$ cat src/hw/rtl/mpct_pkg.sv
// Shared types and constants for the mouse packet cursor tracker.
// Used by every module of the block; depends on nothing.
`default_nettype none

package mpct_pkg;

  localparam int GRID_COLS_DEF = 80;
  localparam int GRID_ROWS_DEF = 25;
  localparam int QUEUE_DEPTH   = 2;

  localparam int COL_PORT_W  = 7;
  localparam int ROW_PORT_W  = 5;
  localparam int ADDR_PORT_W = 12;

  localparam int ST_LEFT  = 0;
  localparam int ST_RIGHT = 1;
  localparam int ST_XSIGN = 4;
  localparam int ST_YSIGN = 5;
  localparam int ST_XOVF  = 6;
  localparam int ST_YOVF  = 7;

  typedef enum logic [1:0] {
    SEL_NONE    = 2'd0,
    SEL_PRESS   = 2'd1,
    SEL_DRAG    = 2'd2,
    SEL_RELEASE = 2'd3
  } sel_t;

  typedef struct packed {
    logic ovf;
    logic left;
    logic right;
    logic x_move;
    logic x_dec;
    logic y_move;
    logic y_dec;
  } pkt_t;

  typedef struct packed {
    logic                   overflow;
    logic                   left_down;
    logic                   right_down;
    logic [COL_PORT_W-1:0]  cursor_col;
    logic [ROW_PORT_W-1:0]  cursor_row;
    logic [ADDR_PORT_W-1:0] cell_address;
    sel_t                   select_event;
    logic [COL_PORT_W-1:0]  anchor_col;
    logic [ROW_PORT_W-1:0]  anchor_row;
    logic [COL_PORT_W-1:0]  corner_col;
    logic [ROW_PORT_W-1:0]  corner_row;
    logic                   paste_request;
  } res_t;

endpackage

`default_nettype wire

$ cat src/hw/rtl/mpct_queue.sv
// Small first-in first-out queue with registered entries.
// Generic; takes its default depth from mpct_pkg.
`default_nettype none

module mpct_queue #(
  parameter int WIDTH = 8,
  parameter int DEPTH = mpct_pkg::QUEUE_DEPTH
) (
  input  logic             clk,
  input  logic             rst,
  input  logic             push,
  input  logic [WIDTH-1:0] wdata,
  output logic             full,
  input  logic             pop,
  output logic [WIDTH-1:0] rdata,
  output logic             empty
);

  localparam int PW = (DEPTH > 1) ? $clog2(DEPTH) : 1;
  localparam int CW = $clog2(DEPTH + 1);

  logic [WIDTH-1:0] mem [DEPTH];
  logic [PW-1:0]    wr_ptr;
  logic [PW-1:0]    rd_ptr;
  logic [CW-1:0]    count;
  logic             do_push;
  logic             do_pop;

  assign full    = (count == CW'(DEPTH));
  assign empty   = (count == '0);
  assign do_push = push && !full;
  assign do_pop  = pop && !empty;
  assign rdata   = mem[rd_ptr];

  always_ff @(posedge clk) begin
    if (rst) begin
      wr_ptr <= '0;
      rd_ptr <= '0;
      count  <= '0;
    end else begin
      if (do_push) begin
        wr_ptr <= (wr_ptr == PW'(DEPTH - 1)) ? '0 : wr_ptr + 1'b1;
      end
      if (do_pop) begin
        rd_ptr <= (rd_ptr == PW'(DEPTH - 1)) ? '0 : rd_ptr + 1'b1;
      end
      unique case ({do_push, do_pop})
        2'b10:   count <= count + 1'b1;
        2'b01:   count <= count - 1'b1;
        default: count <= count;
      endcase
    end
  end

  always_ff @(posedge clk) begin
    if (do_push) begin
      mem[wr_ptr] <= wdata;
    end
  end

endmodule

`default_nettype wire

$ cat src/hw/rtl/mpct_front.sv
// Front end: gathers mouse bytes into packets and classifies each packet.
// Depends on mpct_pkg.
`default_nettype none

module mpct_front (
  input  logic               clk,
  input  logic               rst,
  input  logic               push,
  input  logic [7:0]         data_byte,
  output logic               full,
  output logic               pkt_push,
  output mpct_pkg::pkt_t     pkt,
  input  logic               pkt_full
);

  import mpct_pkg::*;

  typedef enum logic [1:0] {
    IDX_STATUS = 2'd0,
    IDX_XDELTA = 2'd1,
    IDX_YDELTA = 2'd2
  } idx_t;

  idx_t       byte_index;
  logic [7:0] status_byte;
  logic       x_move;
  logic       accept;

  assign full     = pkt_full && (byte_index == IDX_YDELTA);
  assign accept   = push && !full;
  assign pkt_push = accept && (byte_index == IDX_YDELTA);

  assign pkt.ovf    = status_byte[ST_XOVF] | status_byte[ST_YOVF];
  assign pkt.left   = status_byte[ST_LEFT];
  assign pkt.right  = status_byte[ST_RIGHT];
  assign pkt.x_move = x_move;
  assign pkt.x_dec  = status_byte[ST_XSIGN];
  assign pkt.y_move = |data_byte;
  assign pkt.y_dec  = !status_byte[ST_YSIGN];

  always_ff @(posedge clk) begin
    if (rst) begin
      byte_index <= IDX_STATUS;
    end else if (accept) begin
      unique case (byte_index)
        IDX_XDELTA: byte_index <= IDX_YDELTA;
        IDX_YDELTA: byte_index <= IDX_STATUS;
        default:    byte_index <= IDX_XDELTA;
      endcase
    end
  end

  always_ff @(posedge clk) begin
    if (accept && byte_index == IDX_XDELTA) begin
      x_move <= |data_byte;
    end
    if (accept && byte_index != IDX_XDELTA && byte_index != IDX_YDELTA) begin
      status_byte <= data_byte;
    end
  end

endmodule

`default_nettype wire

$ cat src/hw/rtl/mpct_back.sv
// Back end: applies one packet to buttons, cursor and selection state.
// Depends on mpct_pkg.
`default_nettype none

module mpct_back #(
  parameter int GRID_COLS = mpct_pkg::GRID_COLS_DEF,
  parameter int GRID_ROWS = mpct_pkg::GRID_ROWS_DEF
) (
  input  logic           clk,
  input  logic           rst,
  input  logic           pkt_empty,
  input  mpct_pkg::pkt_t pkt,
  output logic           pkt_pop,
  input  logic           res_full,
  output logic           res_push,
  output mpct_pkg::res_t res
);

  import mpct_pkg::*;

  localparam int CW      = $clog2(GRID_COLS);
  localparam int RW      = $clog2(GRID_ROWS);
  localparam int CELLS_W = $clog2(GRID_COLS * GRID_ROWS);
  localparam int AW      = (CELLS_W + 1 > ADDR_PORT_W) ? CELLS_W + 1 : ADDR_PORT_W;
  localparam logic [CW-1:0] COL_MAX = CW'(GRID_COLS - 1);
  localparam logic [RW-1:0] ROW_MAX = RW'(GRID_ROWS - 1);

  logic          left_held;
  logic          right_held;
  logic [CW-1:0] pos_col;
  logic [RW-1:0] pos_row;
  logic [CW-1:0] start_col;
  logic [RW-1:0] start_row;

  logic          left_next;
  logic          right_next;
  logic [CW-1:0] col_next;
  logic [RW-1:0] row_next;
  logic [CW-1:0] step_col;
  logic [RW-1:0] step_row;
  logic [AW-1:0] cell_sum;
  logic          go;

  assign go       = !pkt_empty && !res_full;
  assign pkt_pop  = go;
  assign res_push = go;

  always_comb begin
    step_col = pos_col;
    if (pkt.x_move) begin
      if (pkt.x_dec) begin
        step_col = (pos_col == '0) ? '0 : pos_col - 1'b1;
      end else begin
        step_col = (pos_col >= COL_MAX) ? COL_MAX : pos_col + 1'b1;
      end
    end
    step_row = pos_row;
    if (pkt.y_move) begin
      if (pkt.y_dec) begin
        step_row = (pos_row == '0) ? '0 : pos_row - 1'b1;
      end else begin
        step_row = (pos_row >= ROW_MAX) ? ROW_MAX : pos_row + 1'b1;
      end
    end
  end

  assign left_next  = pkt.ovf ? left_held  : pkt.left;
  assign right_next = pkt.ovf ? right_held : pkt.right;
  assign col_next   = pkt.ovf ? pos_col    : step_col;
  assign row_next   = pkt.ovf ? pos_row    : step_row;
  assign cell_sum   = AW'(col_next) + AW'(row_next) * AW'(GRID_COLS);

  always_comb begin
    res               = '0;
    res.overflow      = pkt.ovf;
    res.left_down     = left_next;
    res.right_down    = right_next;
    res.cursor_col    = COL_PORT_W'(col_next);
    res.cursor_row    = ROW_PORT_W'(row_next);
    res.cell_address  = ADDR_PORT_W'({cell_sum[AW-2:0], 1'b1});
    res.paste_request = right_next && !right_held;
    if (left_next && !left_held) begin
      res.select_event = SEL_PRESS;
      res.anchor_col   = COL_PORT_W'(col_next);
      res.anchor_row   = ROW_PORT_W'(row_next);
      res.corner_col   = COL_PORT_W'(col_next);
      res.corner_row   = ROW_PORT_W'(row_next);
    end else if (left_next || left_held) begin
      res.select_event = left_next ? SEL_DRAG : SEL_RELEASE;
      res.anchor_col   = COL_PORT_W'(start_col);
      res.anchor_row   = ROW_PORT_W'(start_row);
      res.corner_col   = COL_PORT_W'(col_next);
      res.corner_row   = ROW_PORT_W'(row_next);
    end
  end

  always_ff @(posedge clk) begin
    if (rst) begin
      left_held  <= 1'b0;
      right_held <= 1'b0;
      pos_col    <= '0;
      pos_row    <= '0;
      start_col  <= '0;
      start_row  <= '0;
    end else if (go) begin
      left_held  <= left_next;
      right_held <= right_next;
      pos_col    <= col_next;
      pos_row    <= row_next;
      if (left_next && !left_held) begin
        start_col <= col_next;
        start_row <= row_next;
      end
    end
  end

endmodule

`default_nettype wire

$ cat src/hw/rtl/mouse_packet_cursor_tracker_unit.sv
// Top level of the mouse packet cursor tracker: front end, packet queue,
// back end and result queue. Depends on mpct_pkg, mpct_front, mpct_back, mpct_queue.
//
//   channel   | direction | handshake           | payload
//   ----------+-----------+---------------------+---------------------------------
//   bytes     | in        | push / full         | data_byte
//   results   | out       | pop / empty         | overflow .. paste_request
//
// One byte is accepted per cycle while full is low; every third byte closes a packet.
// A packet's result reaches the result ports after it is registered in the packet queue;
// the back end then updates the cursor state and fills the result queue.
// rst (synchronous) clears byte position, buttons, cursor, selection and queues.
// The back end holds while the result queue is full; full is high while the last
// byte of a packet is due and the packet queue is full.
`default_nettype none

module mouse_packet_cursor_tracker_unit #(
  parameter int GRID_COLS = mpct_pkg::GRID_COLS_DEF,
  parameter int GRID_ROWS = mpct_pkg::GRID_ROWS_DEF
) (
  input  logic        clk,
  input  logic        rst,
  input  logic        push,
  input  logic [7:0]  data_byte,
  output logic        full,
  input  logic        pop,
  output logic        empty,
  output logic        overflow,
  output logic        left_down,
  output logic        right_down,
  output logic [6:0]  cursor_col,
  output logic [4:0]  cursor_row,
  output logic [11:0] cell_address,
  output logic [1:0]  select_event,
  output logic [6:0]  anchor_col,
  output logic [4:0]  anchor_row,
  output logic [6:0]  corner_col,
  output logic [4:0]  corner_row,
  output logic        paste_request
);

  import mpct_pkg::*;

  pkt_t pkt_in;
  pkt_t pkt_head;
  logic pkt_push;
  logic pkt_full;
  logic pkt_empty;
  logic pkt_pop;
  res_t res_in;
  res_t res_head;
  logic res_push;
  logic res_full;

  mpct_front u_front (
    .clk       (clk),
    .rst       (rst),
    .push      (push),
    .data_byte (data_byte),
    .full      (full),
    .pkt_push  (pkt_push),
    .pkt       (pkt_in),
    .pkt_full  (pkt_full)
  );

  mpct_queue #(
    .WIDTH ($bits(pkt_t)),
    .DEPTH (QUEUE_DEPTH)
  ) u_pkt_queue (
    .clk   (clk),
    .rst   (rst),
    .push  (pkt_push),
    .wdata (pkt_in),
    .full  (pkt_full),
    .pop   (pkt_pop),
    .rdata (pkt_head),
    .empty (pkt_empty)
  );

  mpct_back #(
    .GRID_COLS (GRID_COLS),
    .GRID_ROWS (GRID_ROWS)
  ) u_back (
    .clk       (clk),
    .rst       (rst),
    .pkt_empty (pkt_empty),
    .pkt       (pkt_head),
    .pkt_pop   (pkt_pop),
    .res_full  (res_full),
    .res_push  (res_push),
    .res       (res_in)
  );

  mpct_queue #(
    .WIDTH ($bits(res_t)),
    .DEPTH (QUEUE_DEPTH)
  ) u_res_queue (
    .clk   (clk),
    .rst   (rst),
    .push  (res_push),
    .wdata (res_in),
    .full  (res_full),
    .pop   (pop),
    .rdata (res_head),
    .empty (empty)
  );

  assign overflow      = res_head.overflow;
  assign left_down     = res_head.left_down;
  assign right_down    = res_head.right_down;
  assign cursor_col    = res_head.cursor_col;
  assign cursor_row    = res_head.cursor_row;
  assign cell_address  = res_head.cell_address;
  assign select_event  = res_head.select_event;
  assign anchor_col    = res_head.anchor_col;
  assign anchor_row    = res_head.anchor_row;
  assign corner_col    = res_head.corner_col;
  assign corner_row    = res_head.corner_row;
  assign paste_request = res_head.paste_request;

endmodule

`default_nettype wire

$ cat config.mk
export PLATFORM = sky130hd
export DESIGN_NAME = mouse_packet_cursor_tracker_unit
export DESIGN_NICKNAME = d
export VERILOG_FILES = /design/src/hw/rtl/mpct_pkg.sv /design/src/hw/rtl/mpct_queue.sv /design/src/hw/rtl/mpct_front.sv /design/src/hw/rtl/mpct_back.sv /design/src/hw/rtl/mouse_packet_cursor_tracker_unit.sv
export SDC_FILE = /design/constraint.sdc
export NUM_CORES = 1
export LEC_CHECK = 0
export ABC_AREA = 0
export BUFFER_PORTS_ARGS = -buffer_cell sky130_fd_sc_hd__buf_2
export CORE_MARGIN = 4
export CORE_UTILIZATION = 50
export DETAILED_ROUTE_END_ITERATION = 8
export PLACE_DENSITY_LB_ADDON = 0.2
export RECOVER_POWER = 100
export SLEW_MARGIN = 20
export SYNTH_ARGS = -nofsm -noshare
export SYNTH_HDL_FRONTEND = slang
export SYNTH_HIERARCHICAL = 1
export SYNTH_SLANG_ARGS = --single-unit
$ cat constraint.sdc
create_clock -name clk -period 3.9 [get_ports clk]
set_input_delay 0.975 -clock clk [delete_from_list [all_inputs] [get_ports clk]]
set_output_delay 0.975 -clock clk [all_outputs]
set_load 0.1 [all_outputs]
Yosys cells after proc, flatten, opt, wreduce, memory -nomap -nowiden
Memory sizes are Yosys's and may differ from the RTL's. A register that Yosys moved wholly into a read port is not among the register bits.
Index checks and enable logic that the tools add are counted.
{"block": "totals", "regBits": 45, "ramBits": 120, "elab_cells": 104, "n_memories": 2}
{"memory": "u_res_queue.mem", "words": 2, "word_bits": 53, "rd": 1, "rd_ports_with_merged_regs": 1, "write_ports": 1, "line_no": "mpct_queue.sv:22", "source": "logic [WIDTH-1:0] mem [DEPTH];"}
{"memory": "u_pkt_queue.mem", "words": 2, "word_bits": 7, "rd": 1, "rd_ports_with_merged_regs": 1, "write_ports": 1, "line_no": "mpct_queue.sv:22"}
{"block": "op_classes", "addsub": 13, "n_mul": 1, "order_cmp": 2, "eq_ne": 10, "muxes": 30, "bitwise": 1, "reduce_logical": 30}
{"op": "$mux W26", "count": 2}
{"op": "$mux W7", "count": 5}
{"op": "$mux W5", "count": 5}
{"op": "$mux W1", "count": 15}
{"op": "$logic_and A1 B1 Y1", "count": 13}
{"op": "$pmux W2 S2", "count": 3}
{"op": "$add A7 B11 Y11", "count": 1}
{"op": "$eq A2 B2 Y1 const B", "count": 5}
{"op": "$logic_not A1 Y1", "count": 8}
{"op": "$reduce_or A8 Y1", "count": 1}
{"op": "$add A7 B1 Y7 const B", "count": 1}
{"op": "$ge A7 B7 Y1 const B", "count": 1}
{"op": "$logic_not A7 Y1", "count": 1}
{"op": "$mul A5 B3 Y7 const B", "count": 1}
{"op": "$sub A7 B1 Y7 const B", "count": 1}
{"op": "$eq A2 B1 Y1 const B", "count": 3}
{"op": "$add A5 B1 Y5 const B", "count": 1}
{"op": "$ge A5 B5 Y1 const B", "count": 1}
{"op": "$logic_not A5 Y1", "count": 1}
{"op": "$sub A5 B1 Y5 const B", "count": 1}
{"op": "$add A1 B1 Y1 const B", "count": 4}
{"op": "$add A2 B1 Y2 const B", "count": 2}
{"op": "$logic_not A2 Y1", "count": 2}
{"op": "$reduce_bool A2 Y1", "count": 2}
{"op": "6 further kinds", "count": 7}

Depth between registers and ports, before layout
{"block": "depth", "ltp_word": 8, "mapped_depth": 16}

Cells and area by module
Netlist, hierarchy kept.
{"module": "mpct_queue (u_res_queue)", "n_inst": 1, "cells_per_inst": 194, "area_each_um2": 4105.2, "seq_area_each_um2": 3343.2}
{"module": "mpct_back", "n_inst": 1, "cells_per_inst": 296, "area_each_um2": 2284.7, "seq_area_each_um2": 520.5}
{"module": "mpct_queue (u_pkt_queue)", "n_inst": 1, "cells_per_inst": 48, "area_each_um2": 726.9, "seq_area_each_um2": 520.5}
{"module": "mpct_front", "n_inst": 1, "cells_per_inst": 34, "area_each_um2": 434.2, "seq_area_each_um2": 250.2}

Worst setup path before layout
No wires, ideal clock.
{"block": "synth_timing", "path_kind": "register to register", "from": "register (tool-made name)", "to": "memory u_res_queue/mem[0][38] (netlist name), data pin", "setup_time_ns": 0.263, "t_arrival_ns": 3.758, "t_required_ns": 3.637, "slack_ns": -0.121, "path_stages_with_launch": 15, "synth_period_minus_slack_ns": 4.021, "path_cell_list": "dfxtp_1 > clkbuf_1 > mux2_2 > clkbuf_1 > nand2b_1 > or4_1 > a32oi_1 > ha_1 > inv_1 > fa_1 > nor2b_1 > o21ai_0 > or3b_2 > xor2_1 > xnor2_1"}
{"element": "end: declaration", "line_no": "mpct_queue.sv:22"}

Worst setup path in the final report
{"block": "layout_timing", "from": "register u_back.pos_row[1]", "to": "memory u_res_queue/mem[1][38] (netlist name), data pin"}
{"block": "layout_between", "elab_chain_len": 5}
{"element": "start: declaration", "line_no": "mpct_back.sv:31", "source": "logic [RW-1:0] pos_row;"}
{"element": "start signal: assignment", "line_no": "mpct_back.sv:109", "source": "pos_row <= row_next;"}
{"element": "$ge A5 B5 Y1 / $logic_not A5 Y1 (equally long branches)", "line_no": "mpct_back.sv:62, mpct_back.sv:60"}
{"element": "$mux W5 (on tied branches)", "line_no": "mpct_back.sv:62, mpct_back.sv:60"}
{"element": "$mux W5 (*)", "line_no": "mpct_back.sv:59", "source": "if (pkt.y_dec) begin"}
{"element": "$mux W5 (*)", "line_no": "mpct_back.sv:58", "source": "if (pkt.y_move) begin"}
{"element": "$mux W5 (*)", "line_no": "mpct_back.sv:70", "source": "assign row_next = pkt.ovf ? pos_row : step_row;"}
Mark *: on every way between the ends. The rest lies on a longest branch, timed or not.

==> impl_results.md <==
- Clock transition at path regs: 60 ps
- Final nets: 685
- I/O Buffers: 67
- R2R depth: 12
- Syn_area_per_cell: 13.2 um^2
- Reg area: 0.00464 mm^2
- Pre-CTS setup slack: -2.80 ps
- Unique masters post-synth: 65
- Clock latency on the worst-skew pair: 430 ps
- Commonest non-fill, non-tap cell in the layout: edfxtp_1
- Chip height: 131 um
- CTS tree: done
- Leakage: 3.17 nW
- Overflow after GRT: 0
- WL final: 15.1 mm
- Antenna Nets Post-Route: 0
- Slew at the pin closest to its max-slew limit: 1850 ps
- HP Class: register to register
- Cts bufs inserted: 17
- Hold EP: u_pkt_queue/mem[1][4]
- Status: finished with violations
- Most frequent cells in the layout: edfxtp_1 (129), mux2_2 (61), clkbuf_2 (53)
- Power Total: 0.00408 W
- Core area: 0.0146 mm^2
- Top-area cell type share of the netlist area: 51.3%
- Synth Net Count: 607
- DIE AREA: 0.0171 mm^2
- GPL Wtd Cong: 0.847
- Synth Cell Area: 0.00755 mm^2
- Crit-path max FO: 7
- Setup crit start kind: register
- Vias in the first global route: 4719
- GRT Util Overall: 18.5%
- Maximum VDD drop: 0.336 mV
- Antenna cell count: 0
- R2r setup slk: 90 ps
- First-pass GRT wire length: 24.1 mm
- Area leader, netlist: edfxtp_1
- Final Instance Area: 0.00867 mm^2
- Mapped Cells: 572
- Number of remaining DRC errors: 0
- P&R area growth vs syn: 14.8%
- Crit path capture type: register
- Area contributors post-synth: edfxtp_1 (51%), dfxtp_1 (10%), mux2_2 (9.1%)
- FF-to-FF End: u_res_queue/mem[1][38]
- Clock root buffer: clkbuf_16
- Hold Path Depth: 0
- Share of cells above drive strength 1: 28.1%
- Post-synth ARST share: 0%
- WL per Instance: 17.8 um
- Worst Hold Launch: u_front/status_byte[1]
- Yosys warns: 6
- # clock sinks: 167
- Pin count of the biggest net entering global routing: 55
- # rows: 44
- IO Count: 68
- Fill cells: 1164
- R2R Path Start: u_back/pos_row[1]
- H-Tree Level Count: 4
- #FFs+latches synth: 167
- Via count: 4747
- CP Data Required Time: 4060 ps
- Failing checks: max-capacitance violations, max-slew violations
- Placement Cell Area: 0.00815 mm^2
- Fmax: 262 MHz
- WP data arrival: 3970 ps
- Max-slew violation count: 42
- Final setup fails: 0
- Final period util: 97.7%
- 1st-iter DRT viols: 419
- Final Hold Fails: 0
- DR pass1 iterations: 5
- Worst Skew: 13.0 ps
- Relative slew slack: -23.5%
- CTS max path bufs: 2
- Area of the multi-input gates: 0.00263 mm^2
- Setup WS post-layout: 88.8 ps
- Kind of critical path: register to register
- Power Density: 470 mW/mm^2
- Seq/Total Area, Yosys: 61.4%
- Starting Density: 51.6%
- Dpl hpwl: 10.2 mm
- Hold_buf cts: 0
- Via/cell ratio: 5.60
- Post-layout util: 59.2%
- Fin crit period: 3810 ps
- Die W: 131 um
- Synth Flop Type: edfxtp_1
- Post-synth EDFFs: 129
- MaxCap Viol Count: 1
- Initial antenna violation count: 0
- Setup TNS: 0 ps
cells in the mapped netlist (3+ instances only):
cell	count
xnor2_1	11
nand3b_1	6
a22o_1	6
nor4_1	3
nor3_1	7
nor2b_1	10
or3_1	4
buf_4	13
nand2_1	23
a311oi_1	5
inv_1	26
o21ai_0	17
a41oi_1	3
a211oi_1	13
nor3b_1	4
mux2i_1	5
xor2_1	3
nor2_1	42
and3_1	5
dfxtp_1	38
mux2_2	61
buf_2	7
nand4_1	3
a21oi_1	20
clkbuf_1	16
edfxtp_1	129
nor4b_1	3
nand2b_1	10
a21o_1	3
nand3_1	3
a31oi_1	3
a32oi_1	7
ha_1	21
stage by stage:
step	hold WS (ps)	cells
floorplan	436	572
global placement	434	814
detailed placement	445	814
CTS	460	846
global route	482	847
finish	460	847
layer usage:
layer	vias up	share of wire, %	track usage [%]	routed length, um
met5	-	0	0	0
met4	0	1.5	7.26	219
met3	19	5.6	4.63	847
met2	155	49	30.3	7360
met1	2301	44	23.7	6660
li1	2272	-	-	-
registers in the layout, summed over array words and instances, names as in the netlist, named ones only:
register / flops
u_back/start_row: 5
u_res_queue/count: 2
u_res_queue/mem: 108
u_front/byte_index: 2
u_res_queue/rd_ptr: 1
u_back/right_held: 1
u_back/start_col: 7
u_front/status_byte: 6
u_front/x_move: 1
u_back/pos_col: 7
u_pkt_queue/count: 2
u_back/pos_row: 5
u_pkt_queue/wr_ptr: 1
u_res_queue/wr_ptr: 1
u_pkt_queue/rd_ptr: 1
u_pkt_queue/mem: 14
u_back/left_held: 1
where the power goes:
part	internal, W	total, W	switching (W)
Combinational	0.000114	0.000507	0.000392
Clock	0.000968	0.00161	0.000642
Sequential	0.00194	0.00196	0.0000156
Total	0.00303	0.00408	0.00105
worst max path at each step:
stage	slack (ps)	cells after the start	startpoint	endpoint
after global routing	-10	12	u_back/pos_row[1]	u_res_queue/mem[1][38]
final	90	12	u_back/pos_row[1]	u_res_queue/mem[1][38]
after CTS	50	13	u_back/pos_row[1]	u_res_queue/mem[1][38]
after global placement	130	13	u_back/pos_row[1]	u_res_queue/mem[1][38]
after detailed placement	-3	13	u_back/pos_row[1]	u_res_queue/mem[1][38]
after floorplan	50	14	register	u_res_queue/mem[0][38]
logic make-up (layout without fill, tap and decap cells):
logic type                 after synthesis  count (layout)  share of synthesized area [%]
AOI/OAI and AO/OA                       97              97                           9.21
and+or+nand+nor                        138             138                           9.83
buffers and inverters                   66             157                           4.14
xor gates and xnor gates                14              14                           1.62
DFF                                    167             167                           61.4
other                                    1               1                         0.0497
adders and majority gates               23              23                           4.01
muxes                                   66              66                           9.76
worst max-delay path, cell delays in order (launching register included):
cell,delay (ps)
dfxtp_2,350
inv_1,80
ha_1,160
or4b_4,510
o311a_1,150
o21ai_2,150
a21bo_4,270
ha_1,300
ha_2,220
fa_2,590
or3b_2,460
xor2_1,170
xnor2_1,140
cell type report:
type / count / area share, %
well taps: 184 / 2.66
inverters: 28 / 1.21
clock inverters: 10 / 1.18
clock buffers: 22 / 5.35
multi-input cells: 339 / 30.3
flip-flops and latches: 167 / 53.5
repair buffers: 97 / 5.80
timing repair:
| action | CTS | global route |
|---|---|---|
| setup buffers | 0 | 1 |
| gates resized for setup | 1 | 11 |
| endpoints found under the setup margin | 2 | 4 |
| pin swaps | 0 | 1 |
Note: power is estimated with default switching activity, not from simulation.
